### config.mk
export PLATFORM = sky130hd
export DESIGN_NAME = page_replacement_fifo_lru_core
export DESIGN_NICKNAME = d
export VERILOG_FILES = /design/src/rtl/core/prfl_pkg.sv /design/src/rtl/core/prfl_ctrl.sv /design/src/rtl/core/prfl_dp.sv /design/src/rtl/core/page_replacement_fifo_lru_core.sv
export SDC_FILE = /design/constraint.sdc
export NUM_CORES = 1
export LEC_CHECK = 0
export BUFFER_PORTS_ARGS = -buffer_cell sky130_fd_sc_hd__clkbuf_2
export CAP_MARGIN = 15
export CORE_ASPECT_RATIO = 2
export CORE_MARGIN = 4
export CORE_UTILIZATION = 55
export DETAILED_ROUTE_END_ITERATION = 6
export PLACE_DENSITY = 0.71
export SETUP_SLACK_MARGIN = 0.05
export SLEW_MARGIN = 5
export SYNTH_ARGS = -nofsm -noshare
export SYNTH_HDL_FRONTEND = slang
export SYNTH_SLANG_ARGS = --single-unit
### constraint.sdc
create_clock -name clock -period 7.7 [get_ports clock]
set_input_delay 1.155 -clock clock [delete_from_list [all_inputs] [get_ports clock]]
set_output_delay 1.155 -clock clock [all_outputs]
set_load 0.02 [all_outputs]
### src/rtl/core/prfl_pkg.sv
package prfl_pkg;

   // Field widths of the transactions
   localparam int PAGE_W    = 16;
   localparam int SLOT_W    = 4;
   localparam int FAULT_W   = 16;
   localparam int STAMP_W   = 32;
   localparam int RSP_W     = 40;

   // Configuration port
   localparam int CSR_INDEX_W = 1;
   localparam int CSR_DATA_W  = 5;
   localparam int FRAMES_W    = 5;

   localparam logic [CSR_INDEX_W-1:0] CSR_POLICY = 1'b0;
   localparam logic [CSR_INDEX_W-1:0] CSR_FRAMES = 1'b1;

   localparam logic [FRAMES_W-1:0] FRAMES_RESET = 5'd4;
   localparam logic                POLICY_FIFO  = 1'b0;
   localparam logic                POLICY_LRU   = 1'b1;

   // Fault counter saturates at all ones
   localparam logic [FAULT_W-1:0] FAULT_MAX = '1;

   // Controller to datapath
   typedef struct packed {
      logic load;       // capture the request page
      logic decide;     // look up the page and pick a frame
      logic scan_step;  // compare one more stamp for the LRU victim
      logic commit;     // update the table and load the result register
   } cmd_type;

   // Datapath to controller
   typedef struct packed {
      logic need_scan;  // LRU fault with more than one frame in use, all occupied
      logic scan_last;  // current scan index is the last frame in use
   } sts_type;

endpackage

### src/rtl/core/prfl_ctrl.sv
module prfl_ctrl (
   input  logic                clock,
   input  logic                reset,
   input  logic                req_tvalid,
   output logic                req_tready,
   output logic                rsp_tvalid,
   input  logic                rsp_tready,
   output prfl_pkg::cmd_type   cmd,
   input  prfl_pkg::sts_type   sts
);
   import prfl_pkg::*;

   typedef enum logic [1:0] {
      ST_IDLE,
      ST_LOOK,
      ST_SCAN,
      ST_WRITE
   } state_type;

   state_type state_ff, state_in;
   logic      rsp_valid_ff, rsp_valid_in;
   logic      out_free;

   // Result register can take a new result when empty or being drained
   assign out_free   = !rsp_valid_ff || rsp_tready;
   assign req_tready = (state_ff == ST_IDLE) || ((state_ff == ST_WRITE) && out_free);
   assign rsp_tvalid = rsp_valid_ff;

   // Issue datapath commands
   always_comb begin
      cmd.load      = req_tvalid && req_tready;
      cmd.decide    = (state_ff == ST_LOOK);
      cmd.scan_step = (state_ff == ST_SCAN);
      cmd.commit    = (state_ff == ST_WRITE) && out_free;
   end

   // Sequence one transaction: accept, look up, optional scan, commit
   always_comb begin
      state_in = state_ff;
      unique case (state_ff)
         ST_IDLE: begin
            if (cmd.load) state_in = ST_LOOK;
         end
         ST_LOOK: begin
            state_in = sts.need_scan ? ST_SCAN : ST_WRITE;
         end
         ST_SCAN: begin
            if (sts.scan_last) state_in = ST_WRITE;
         end
         ST_WRITE: begin
            if (cmd.commit) state_in = cmd.load ? ST_LOOK : ST_IDLE;
         end
         default: state_in = ST_IDLE;
      endcase
   end

   // Hold result valid until taken
   always_comb begin
      rsp_valid_in = rsp_valid_ff;
      if (cmd.commit) rsp_valid_in = 1'b1;
      else if (rsp_tready) rsp_valid_in = 1'b0;
   end

   always_ff @(posedge clock) begin
      if (reset) begin
         state_ff     <= ST_IDLE;
         rsp_valid_ff <= 1'b0;
      end else begin
         state_ff     <= state_in;
         rsp_valid_ff <= rsp_valid_in;
      end
   end

endmodule

### src/rtl/core/prfl_dp.sv
module prfl_dp #(
   parameter int MAX_FRAMES = 16,
   parameter int PAGE_BITS  = 16
) (
   input  logic                                   clock,
   input  logic                                   reset,
   input  logic                                   csr_we,
   input  logic [prfl_pkg::CSR_INDEX_W-1:0]       csr_index,
   input  logic [prfl_pkg::CSR_DATA_W-1:0]        csr_wdata,
   input  logic [prfl_pkg::PAGE_W-1:0]            req_page,
   input  prfl_pkg::cmd_type                      cmd,
   output prfl_pkg::sts_type                      sts,
   output logic                                   rsp_hit,
   output logic [prfl_pkg::SLOT_W-1:0]            rsp_slot,
   output logic                                   rsp_evicted_valid,
   output logic [prfl_pkg::PAGE_W-1:0]            rsp_evicted_page,
   output logic [prfl_pkg::FAULT_W-1:0]           rsp_fault_total
);
   import prfl_pkg::*;

   localparam int IW = (MAX_FRAMES > 1) ? $clog2(MAX_FRAMES) : 1;
   localparam int CW = $clog2(MAX_FRAMES + 1);
   localparam int EW = (CW > FRAMES_W) ? CW : FRAMES_W;

   // Configuration
   logic                policy_ff;
   logic [FRAMES_W-1:0] frames_ff;

   // Frame table
   logic [PAGE_BITS-1:0] frame_page_ff [MAX_FRAMES];
   logic [STAMP_W-1:0]   last_use_ff   [MAX_FRAMES];
   logic [MAX_FRAMES-1:0] frame_valid_ff, frame_valid_in;
   logic [IW-1:0]        fifo_ptr_ff, fifo_ptr_in;
   logic [STAMP_W-1:0]   access_ff;
   logic [FAULT_W-1:0]   fault_ff, fault_in;

   // Per-transaction working registers
   logic [PAGE_BITS-1:0] page_ff;
   logic                 hit_ff;
   logic [IW-1:0]        sel_ff, sel_in;
   logic [STAMP_W-1:0]   min_ff, min_in;
   logic [IW-1:0]        scan_idx_ff, scan_idx_in;

   // Result register
   logic                 rsp_hit_ff;
   logic [SLOT_W-1:0]    rsp_slot_ff;
   logic                 rsp_ev_valid_ff;
   logic [PAGE_W-1:0]    rsp_ev_page_ff;
   logic [FAULT_W-1:0]   rsp_fault_ff;

   logic [EW-1:0]         f_eff;
   logic [MAX_FRAMES-1:0] match, empty;
   logic                  any_hit, any_empty;
   logic [IW-1:0]         hit_idx, empty_idx, ptr_eff;
   logic [STAMP_W-1:0]    cand;
   logic                  ev_valid;
   logic [PAGE_W-1:0]     ev_page;

   // Clamp the frame count to 1..MAX_FRAMES
   always_comb begin
      if (frames_ff == '0) f_eff = EW'(1);
      else if (EW'(frames_ff) > EW'(MAX_FRAMES)) f_eff = EW'(MAX_FRAMES);
      else f_eff = EW'(frames_ff);
   end

   // Associative compare and empty-frame flags over the frames in use
   always_comb begin
      for (int i = 0; i < MAX_FRAMES; i++) begin
         match[i] = frame_valid_ff[i] && (frame_page_ff[i] == page_ff) && (EW'(i) < f_eff);
         empty[i] = !frame_valid_ff[i] && (EW'(i) < f_eff);
      end
   end

   // Lowest index wins
   always_comb begin
      hit_idx   = '0;
      empty_idx = '0;
      for (int i = MAX_FRAMES - 1; i >= 0; i--) begin
         if (match[i]) hit_idx = IW'(i);
         if (empty[i]) empty_idx = IW'(i);
      end
   end

   assign any_hit   = |match;
   assign any_empty = |empty;
   assign ptr_eff   = (EW'(fifo_ptr_ff) >= f_eff) ? '0 : fifo_ptr_ff;
   assign cand      = last_use_ff[scan_idx_ff];

   assign sts.need_scan = !any_hit && (policy_ff == POLICY_LRU) && !any_empty
                          && (f_eff > EW'(1));
   assign sts.scan_last = (EW'(scan_idx_ff) == (f_eff - EW'(1)));

   // Pick the frame: hit, FIFO pointer, empty frame, or start the LRU scan
   always_comb begin
      sel_in      = sel_ff;
      min_in      = min_ff;
      scan_idx_in = scan_idx_ff;
      if (cmd.decide) begin
         scan_idx_in = IW'(1);
         min_in      = last_use_ff[0];
         if (any_hit) sel_in = hit_idx;
         else if (policy_ff == POLICY_FIFO) sel_in = ptr_eff;
         else if (any_empty) sel_in = empty_idx;
         else sel_in = '0;
      end else if (cmd.scan_step) begin
         scan_idx_in = scan_idx_ff + IW'(1);
         if (cand < min_ff) begin
            min_in = cand;
            sel_in = scan_idx_ff;
         end
      end
   end

   // Commit side effects
   always_comb begin
      ev_valid       = !hit_ff && frame_valid_ff[sel_ff];
      ev_page        = ev_valid ? PAGE_W'(frame_page_ff[sel_ff]) : '0;
      frame_valid_in = frame_valid_ff;
      fifo_ptr_in    = fifo_ptr_ff;
      fault_in       = fault_ff;
      if (cmd.commit && !hit_ff) begin
         frame_valid_in[sel_ff] = 1'b1;
         if (fault_ff != FAULT_MAX) fault_in = fault_ff + FAULT_W'(1);
         if (policy_ff == POLICY_FIFO) begin
            fifo_ptr_in = ((EW'(sel_ff) + EW'(1)) >= f_eff) ? '0 : sel_ff + IW'(1);
         end
      end
   end

   // Control state
   always_ff @(posedge clock) begin
      if (reset) begin
         policy_ff      <= POLICY_FIFO;
         frames_ff      <= FRAMES_RESET;
         frame_valid_ff <= '0;
         fifo_ptr_ff    <= '0;
         access_ff      <= '0;
         fault_ff       <= '0;
      end else begin
         if (csr_we) begin
            unique case (csr_index)
               CSR_POLICY: policy_ff <= csr_wdata[0];
               CSR_FRAMES: frames_ff <= csr_wdata[FRAMES_W-1:0];
               default: ;
            endcase
         end
         frame_valid_ff <= frame_valid_in;
         fifo_ptr_ff    <= fifo_ptr_in;
         fault_ff       <= fault_in;
         if (cmd.commit) access_ff <= access_ff + STAMP_W'(1);
      end
   end

   // Payload: table contents, working registers, result register
   always_ff @(posedge clock) begin
      if (cmd.load) page_ff <= PAGE_BITS'(req_page);
      if (cmd.decide) hit_ff <= any_hit;
      sel_ff      <= sel_in;
      min_ff      <= min_in;
      scan_idx_ff <= scan_idx_in;
      if (cmd.commit) begin
         last_use_ff[sel_ff] <= access_ff;
         if (!hit_ff) frame_page_ff[sel_ff] <= page_ff;
         rsp_hit_ff      <= hit_ff;
         rsp_slot_ff     <= SLOT_W'(sel_ff);
         rsp_ev_valid_ff <= ev_valid;
         rsp_ev_page_ff  <= ev_page;
         rsp_fault_ff    <= fault_in;
      end
   end

   assign rsp_hit           = rsp_hit_ff;
   assign rsp_slot          = rsp_slot_ff;
   assign rsp_evicted_valid = rsp_ev_valid_ff;
   assign rsp_evicted_page  = rsp_ev_page_ff;
   assign rsp_fault_total   = rsp_fault_ff;

endmodule

### src/rtl/core/page_replacement_fifo_lru_core.sv
// Channel   Dir   Handshake              Payload
// req       in    req_tvalid/req_tready  page
// rsp       out   rsp_tvalid/rsp_tready  hit, slot, evicted_valid, evicted_page, fault_total
// csr       in    csr_we                 csr_index, csr_wdata
//
// A hit, a FIFO fault or a fill of an empty frame passes through a lookup state, then
// a commit state that in steady flow also accepts the next transaction.
// An LRU eviction adds a victim scan between them (F = frames in use), which
// compares one last-use stamp per cycle over frames 1 to F-1.
// Synchronous reset empties every frame at once; there is no clearing pass.
// A result waits in the output register. While idle a new request is still accepted;
// the commit of the following result, and the accept that shares its cycle, wait
// for rsp_tready.
module page_replacement_fifo_lru_core #(
   parameter int MAX_FRAMES = 16,
   parameter int PAGE_BITS  = 16
) (
   input  logic                               clock,
   input  logic                               reset,
   input  logic                               req_tvalid,
   output logic                               req_tready,
   input  logic [15:0]                        req_tdata,  // [15:0] page
   output logic                               rsp_tvalid,
   input  logic                               rsp_tready,
   // [0] hit, [4:1] slot, [5] evicted_valid, [21:6] evicted_page,
   // [37:22] fault_total, [39:38] zero
   output logic [prfl_pkg::RSP_W-1:0]         rsp_tdata,
   input  logic                               csr_we,
   input  logic [prfl_pkg::CSR_INDEX_W-1:0]   csr_index,
   input  logic [prfl_pkg::CSR_DATA_W-1:0]    csr_wdata
);
   import prfl_pkg::*;

   cmd_type             cmd;
   sts_type             sts;
   logic                hit;
   logic [SLOT_W-1:0]   slot;
   logic                evicted_valid;
   logic [PAGE_W-1:0]   evicted_page;
   logic [FAULT_W-1:0]  fault_total;

   prfl_ctrl u_ctrl (
      .clock      (clock),
      .reset      (reset),
      .req_tvalid (req_tvalid),
      .req_tready (req_tready),
      .rsp_tvalid (rsp_tvalid),
      .rsp_tready (rsp_tready),
      .cmd        (cmd),
      .sts        (sts)
   );

   prfl_dp #(
      .MAX_FRAMES (MAX_FRAMES),
      .PAGE_BITS  (PAGE_BITS)
   ) u_dp (
      .clock             (clock),
      .reset             (reset),
      .csr_we            (csr_we),
      .csr_index         (csr_index),
      .csr_wdata         (csr_wdata),
      .req_page          (req_tdata),
      .cmd               (cmd),
      .sts               (sts),
      .rsp_hit           (hit),
      .rsp_slot          (slot),
      .rsp_evicted_valid (evicted_valid),
      .rsp_evicted_page  (evicted_page),
      .rsp_fault_total   (fault_total)
   );

   // Pack the result transaction
   assign rsp_tdata = {2'b00, fault_total, evicted_page, evicted_valid, slot, hit};

   // A hit never evicts
   a_hit_no_evict: assert property (@(posedge clock) disable iff (reset)
      rsp_tvalid |-> !(hit && evicted_valid))
      else $error("hit reported together with an eviction");

   // No eviction leaves the evicted page at zero
   a_evict_page_zero: assert property (@(posedge clock) disable iff (reset)
      (rsp_tvalid && !evicted_valid) |-> (evicted_page == '0))
      else $error("evicted page nonzero without an eviction");

   // A fault result always counts at least one fault
   a_fault_counted: assert property (@(posedge clock) disable iff (reset)
      (rsp_tvalid && !hit) |-> (fault_total != '0))
      else $error("fault reported with a zero fault total");

   // A commit never overwrites a result that has not been taken
   a_commit_free: assert property (@(posedge clock) disable iff (reset)
      cmd.commit |-> (!rsp_tvalid || rsp_tready))
      else $error("result register overwritten while stalled");

endmodule
== After elaboration in Yosys (flattened, before gate mapping) ==
Memory sizes are Yosys's and may differ from the RTL's. A register that Yosys moved wholly into a read port is not among the register bits.
Index checks and enable logic that the tools add are counted.
Word-level totals
  register bits: 156
  bits in latches: 0
  memory bits (writable): 768
  bits in read-only memories: 0
  input bits: 27
  output and inout bits: 42
  word-level logic and storage cells: 232
  memories: 2
Memory list
  u_dp.last_use_ff: depth 16, bits a word 32, read ports 2, clocked after Yosys merged registers in 1, write ports 1, line prfl_dp.sv:31  | logic [STAMP_W-1:0] last_use_ff [MAX_FRAMES];
  u_dp.frame_page_ff: depth 16, bits a word 16, read ports 17, clocked after Yosys merged registers in 1, write ports 1, line prfl_dp.sv:30  | logic [PAGE_BITS-1:0] frame_page_ff [MAX_FRAMES];
Cells by class
  add/subtract/negate cells: 6
  multipliers: 0
  divide/modulo/power cells: 0
  order comparisons: 23
  equal/unequal tests: 24
  shift-type cells: 0
  muxes and demuxes: 66
  bitwise operators: 3
  reductions and logical operators: 91
Operator list (number)
  $eq 16x16->1: 16
  $mux 4: 42
  $mux 32: 3
  $logic_and 1x1->1: 56
  $lt 4x5->1 const A: 8
  $add 32x1->32 const B: 1
  $lt 32x32->1: 1
  $mux 16: 2
  $reduce_or 16->1: 2
  $logic_not 1->1: 21
  $lt 3x5->1 const A: 4
  $add 16x1->16 const B: 1
  $ne 16x16->1 const B: 1
  $or 16x16->16: 1
  $mux 1: 11
  $lt 1x5->1 const A: 2
  $lt 2x5->1 const A: 2
  $mux 5: 2
  $add 4x1->4 const B: 2
  $pmux 2 s4: 1
  $reduce_and 2->1: 4
  $mux 2: 3
  $ne 2x1->1 const B: 3
  $reduce_bool 2->1: 3
  other kinds (18): 21

== Depth between registers and ports, before layout ==
  word-level depth: 25
  depth in mapped cells: 14
  mapped depth without buffers: 12

== Modules after synthesis ==
Synthesis repeated with hierarchy kept, for this count alone.
Second synthesis, totals
  cells, all modules: 2460
  area, all modules: 41423.5 um2
Modules (own cells, without submodules)
  prfl_dp: instances 1, cells each 2427, area an instance 41140.7 um2, sequential area each 27436.3 um2
  prfl_ctrl: instances 1, cells each 28, area an instance 249.0 um2, sequential area each 60.1 um2
  page_replacement_fifo_lru_core: instances 1, cells each 5, area an instance 33.8 um2, sequential area each 0.0 um2

== Least setup slack after synthesis ==
Ideal clock, no wire load.
  kind: reg2reg
  from: reg with a tool-made name
  to: reg u_dp.min_ff[0], enable pin
  library setup time: 441 ps
  arrival: 5106 ps
  required time: 7259 ps
  path slack: 2153 ps
  stages on the path, launching flop included: 14
  buffers on the path: 2
  clock period less this slack: 5547 ps
  cells stage by stage: dfxtp_1 > buf_2 > buf_1 > mux4_2 > mux4_2 > ha_1 > a21o_1 > a21o_1 > a21o_1 > a21oi_1 > nor2b_1 > o211ai_1 > nand3_1 > a21oi_1
RTL lines
  to (signal assigned): line prfl_dp.sv:159  | min_ff <= min_in;
  to (decl): line prfl_dp.sv:41  | logic [STAMP_W-1:0] min_ff, min_in;

==> impl_metrics.env <==
export IMPL_grt_start_max_net_pins=78
export IMPL_max_slew_vio_count=0
export IMPL_synthDistinctLibCells=72
export IMPL_ctsHoldBuffers=0
export IMPL_synth_async_reset_ratio_pct=0
export IMPL_floorplan_die_height_um=396
export IMPL_final_hold_viol_count=0
export IMPL_total_via_count_after_detailed_routing=23282
export IMPL_power_per_cell_area_nw_per_um2=294
export IMPL_clock_insertion_delay_worst_skew_ps=680
export IMPL_routed_wl_um=114000
export IMPL_tritoncts="done"
export IMPL_synth_flop_cell="edfxtp_1"
export IMPL_synth_area_leaders="edfxtp_1, mux4_2, dfxtp_1"
export IMPL_vdd_drop_max_v=0.000174
export IMPL_placeableCoreArea_um2=74800
export IMPL_max_clock_freq_ghz=0.189
export IMPL_post_synth_top_area_cell="edfxtp_1"
export IMPL_top_library_cells_by_usage_in_the_layout_fill_and_taps_aside="edfxtp_1, mux4_2, nand2_1"
export IMPL_clk_transition_reported_paths_ps=70
export IMPL_post_synth_top_area_share_pct=62.3
export IMPL_synth_cells=2504
export IMPL_dieWidth_um=202
export IMPL_clock_root_buffer="clkbuf_16"
export IMPL_drive_above_1_share_pct=21.1
export IMPL_initial_core_util_pct=55.4
export IMPL_fin_worst_skew_ps=25.9
export IMPL_timing_critical_path_to_type="flop"
export IMPL_final_period_minus_worst_setup_slack_ps=5280
export IMPL_num_io_pins=69
export IMPL_synth_edff_count=859
export IMPL_synthesis_area_um2=41400
export IMPL_yosys_register_bits=944
export IMPL_port_buffers=66
export IMPL_power_leakage_nw=16.2
export IMPL_num_fill_cells=5349
export IMPL_setup_viol=0
export IMPL_finalNonFillerCells=3673
export IMPL_antenna_violations_before_repair=2
export IMPL_cp_required_ps=8010
export IMPL_grt_pass1_wl_um=165000
export IMPL_detailedPlacementHpwl_um=75700
export IMPL_first_global_vias=24088
export IMPL_synth_sequential_area_ratio_pct=66.4
export IMPL_worst_endpoint_arrival_ps=5590
export IMPL_grt_ovfl_total=0
export IMPL_tritoncts_num_buffers=82
export IMPL_number_of_nets_in_the_layout=2673
export IMPL_cp_start_kind="flop"
export IMPL_wl_per_cell_um=31.1
export IMPL_synth_avg_cell_area_um2=16.5
export IMPL_cts_resized=0
export IMPL_synth_yosys_warnings=0
export IMPL_cap_violations=0
export IMPL_drtIter0Drc=2236
export IMPL_numClockSinks=944
export IMPL_dr_pass1_iters=7
export IMPL_grt_util_all_layers_pct=28.6
export IMPL_vias_per_cell=6.34
export IMPL_path_max_fanout=38
export IMPL_worst_slew_pin_transition_ps=1110
export IMPL_place_inst=3518
export IMPL_clock_tree_htree_level_count=3
export IMPL_post_cts_buffers=0
export IMPL_timing_setup_tns_ps=0
export IMPL_run_status="finished, final reports clean"
export IMPL_syn_to_final_growth_pct=11.0
export IMPL_ctsLongestPathBuffers=3
export IMPL_worstHoldPathType="reg -> reg"
export IMPL_fin_crit_sh_pct=68.5
export IMPL_placementRows=142
export IMPL_drcViolationCount=0
export IMPL_criticalPathCategory="reg -> reg"
export IMPL_unrepaired_setup_endpoints_after_global_routing="false"
export IMPL_regToRegSetupSlack_ps=2420
export IMPL_gp_congestion=1.03
export IMPL_mostFrequentLayoutCell="edfxtp_1"
export IMPL_fp_dieArea_um2=80000
export IMPL_postRouteAntennaNets=0
export IMPL_slew_limit_headroom_pct=25.6
[sequential cells by signal, indices dropped and copies added, names as in the netlist, 2 cells and up, named ones only]
register,flops
u_dp.page_ff,16
u_ctrl.state_ff,2
u_dp.rsp_slot,4
u_dp.frame_page_ff,256
u_dp.rsp_evicted_page,16
u_dp.scan_idx_ff,4
u_dp.frames_ff,5
u_dp.sel_ff,4
u_dp.fifo_ptr_ff,4
u_dp.frame_valid_ff,16
u_dp.rsp_fault_total,16
u_dp.fault_ff,16
u_dp.last_use_ff,512
u_dp.min_ff,32
u_dp.access_ff,32
[path summary, 6_finish.rpt]
| check | to | cells after the start | startpoint |
|---|---|---|---|
| min | u_dp.min_ff[24]$_DFFE_PP_ | 2 | u_dp.last_use_ff[0][24]$_DFFE_PP_ |
| max reg2reg | u_dp.min_ff[11]$_DFFE_PP_ | 13 | flop |
| max | u_dp.min_ff[11]$_DFFE_PP_ | 13 | flop |
| min reg2reg | u_dp.min_ff[24]$_DFFE_PP_ | 2 | u_dp.last_use_ff[0][24]$_DFFE_PP_ |
[routing by layer]
| metal | vias up | track usage, % | wire, um |
|---|---|---|---|
| met1 | 11945 | 29.8 | 35700 |
| met2 | 1093 | 51.4 | 61300 |
| met4 | 0 | 21.5 | 10800 |
| met5 | - | 0 | 0 |
| met3 | 339 | 4.52 | 6400 |
| li1 | 9905 | - | - |
[through the flow]
| step | worst slack [ps] | hold slack, ps | utilization, % | cell area (um2) | total power [mW] |
|---|---|---|---|---|---|
| after detailed placement | 2330 | 525 | 57.6 | 43100 | 9.21 |
| after CTS | 2300 | 537 | 61.4 | 45900 | 13.6 |
| after floorplan | 2150 | 424 | - | 41400 | 8.14 |
| after global placement | 2330 | 515 | 57.6 | 43100 | 9.16 |
| final | 2420 | 540 | 61.4 | 45900 | 13.5 |
| after global routing | 2070 | 560 | 61.4 | 45900 | 14.0 |
[area by class of cell]
cell class	instances	area [um2]	area share, %
flip-flops and latches	944	27500	59.9
multi-input cells	1386	13300	28.9
clock buffers	99	2200	4.78
well taps	1008	1260	2.75
repair buffers	130	826	1.80
clock inverters	54	676	1.47
inverters	50	188	0.409
diodes	2	5.00	0.0109
[synthesized netlist by cell type, types with 15 or more instances]
master    number
buf_2         35
clkbuf_1      56
edfxtp_1     859
ha_1          52
nor4_1        53
nor2b_1       41
xnor2_1      144
nand3_1       52
o21ai_0       17
a21oi_1       38
dfxtp_1       85
nand2b_1      15
and3_1        16
nand2_1      187
nand4_1       63
mux4_2       245
nor3_1        38
inv_1         49
nor2_1       117
xor2_1       167
[worst max-delay path, stage by stage (launching register included)]
cell and delay, ps:
dfxtp_4 850, buf_4 440, mux4_2 570, mux4_2 490, ha_1 310, a21oi_1 140, nor2b_1 60, o21ai_0 190
o211ai_1 170, a21oi_1 440, or4_1 200, nand3_1 150, a21oi_4 300, buf_4 500
[logic make-up (layout without fill, tap and decap cells)]
kind of cell               Yosys count  count (layout)  synth area share, %
buffers and inverters              175             333                 1.93
muxes                              248             248                 13.4
other                                1               4              0.00906
AOI/OAI and AO/OA                  123             123                 2.03
adders and majority gates           55              55                 1.64
DFF                                944             944                 66.4
and+or+nand+nor                    647             647                 8.00
xor gates and xnor gates           311             311                 6.58
[where the power goes]
part	internal (mW)	switching, mW	total, mW
logic	1.17	1.84	3.00
clock network	2.45	1.95	4.40
registers	5.87	0.238	6.11
total	9.49	4.02	13.5
(Power assumes the default switching activity.)
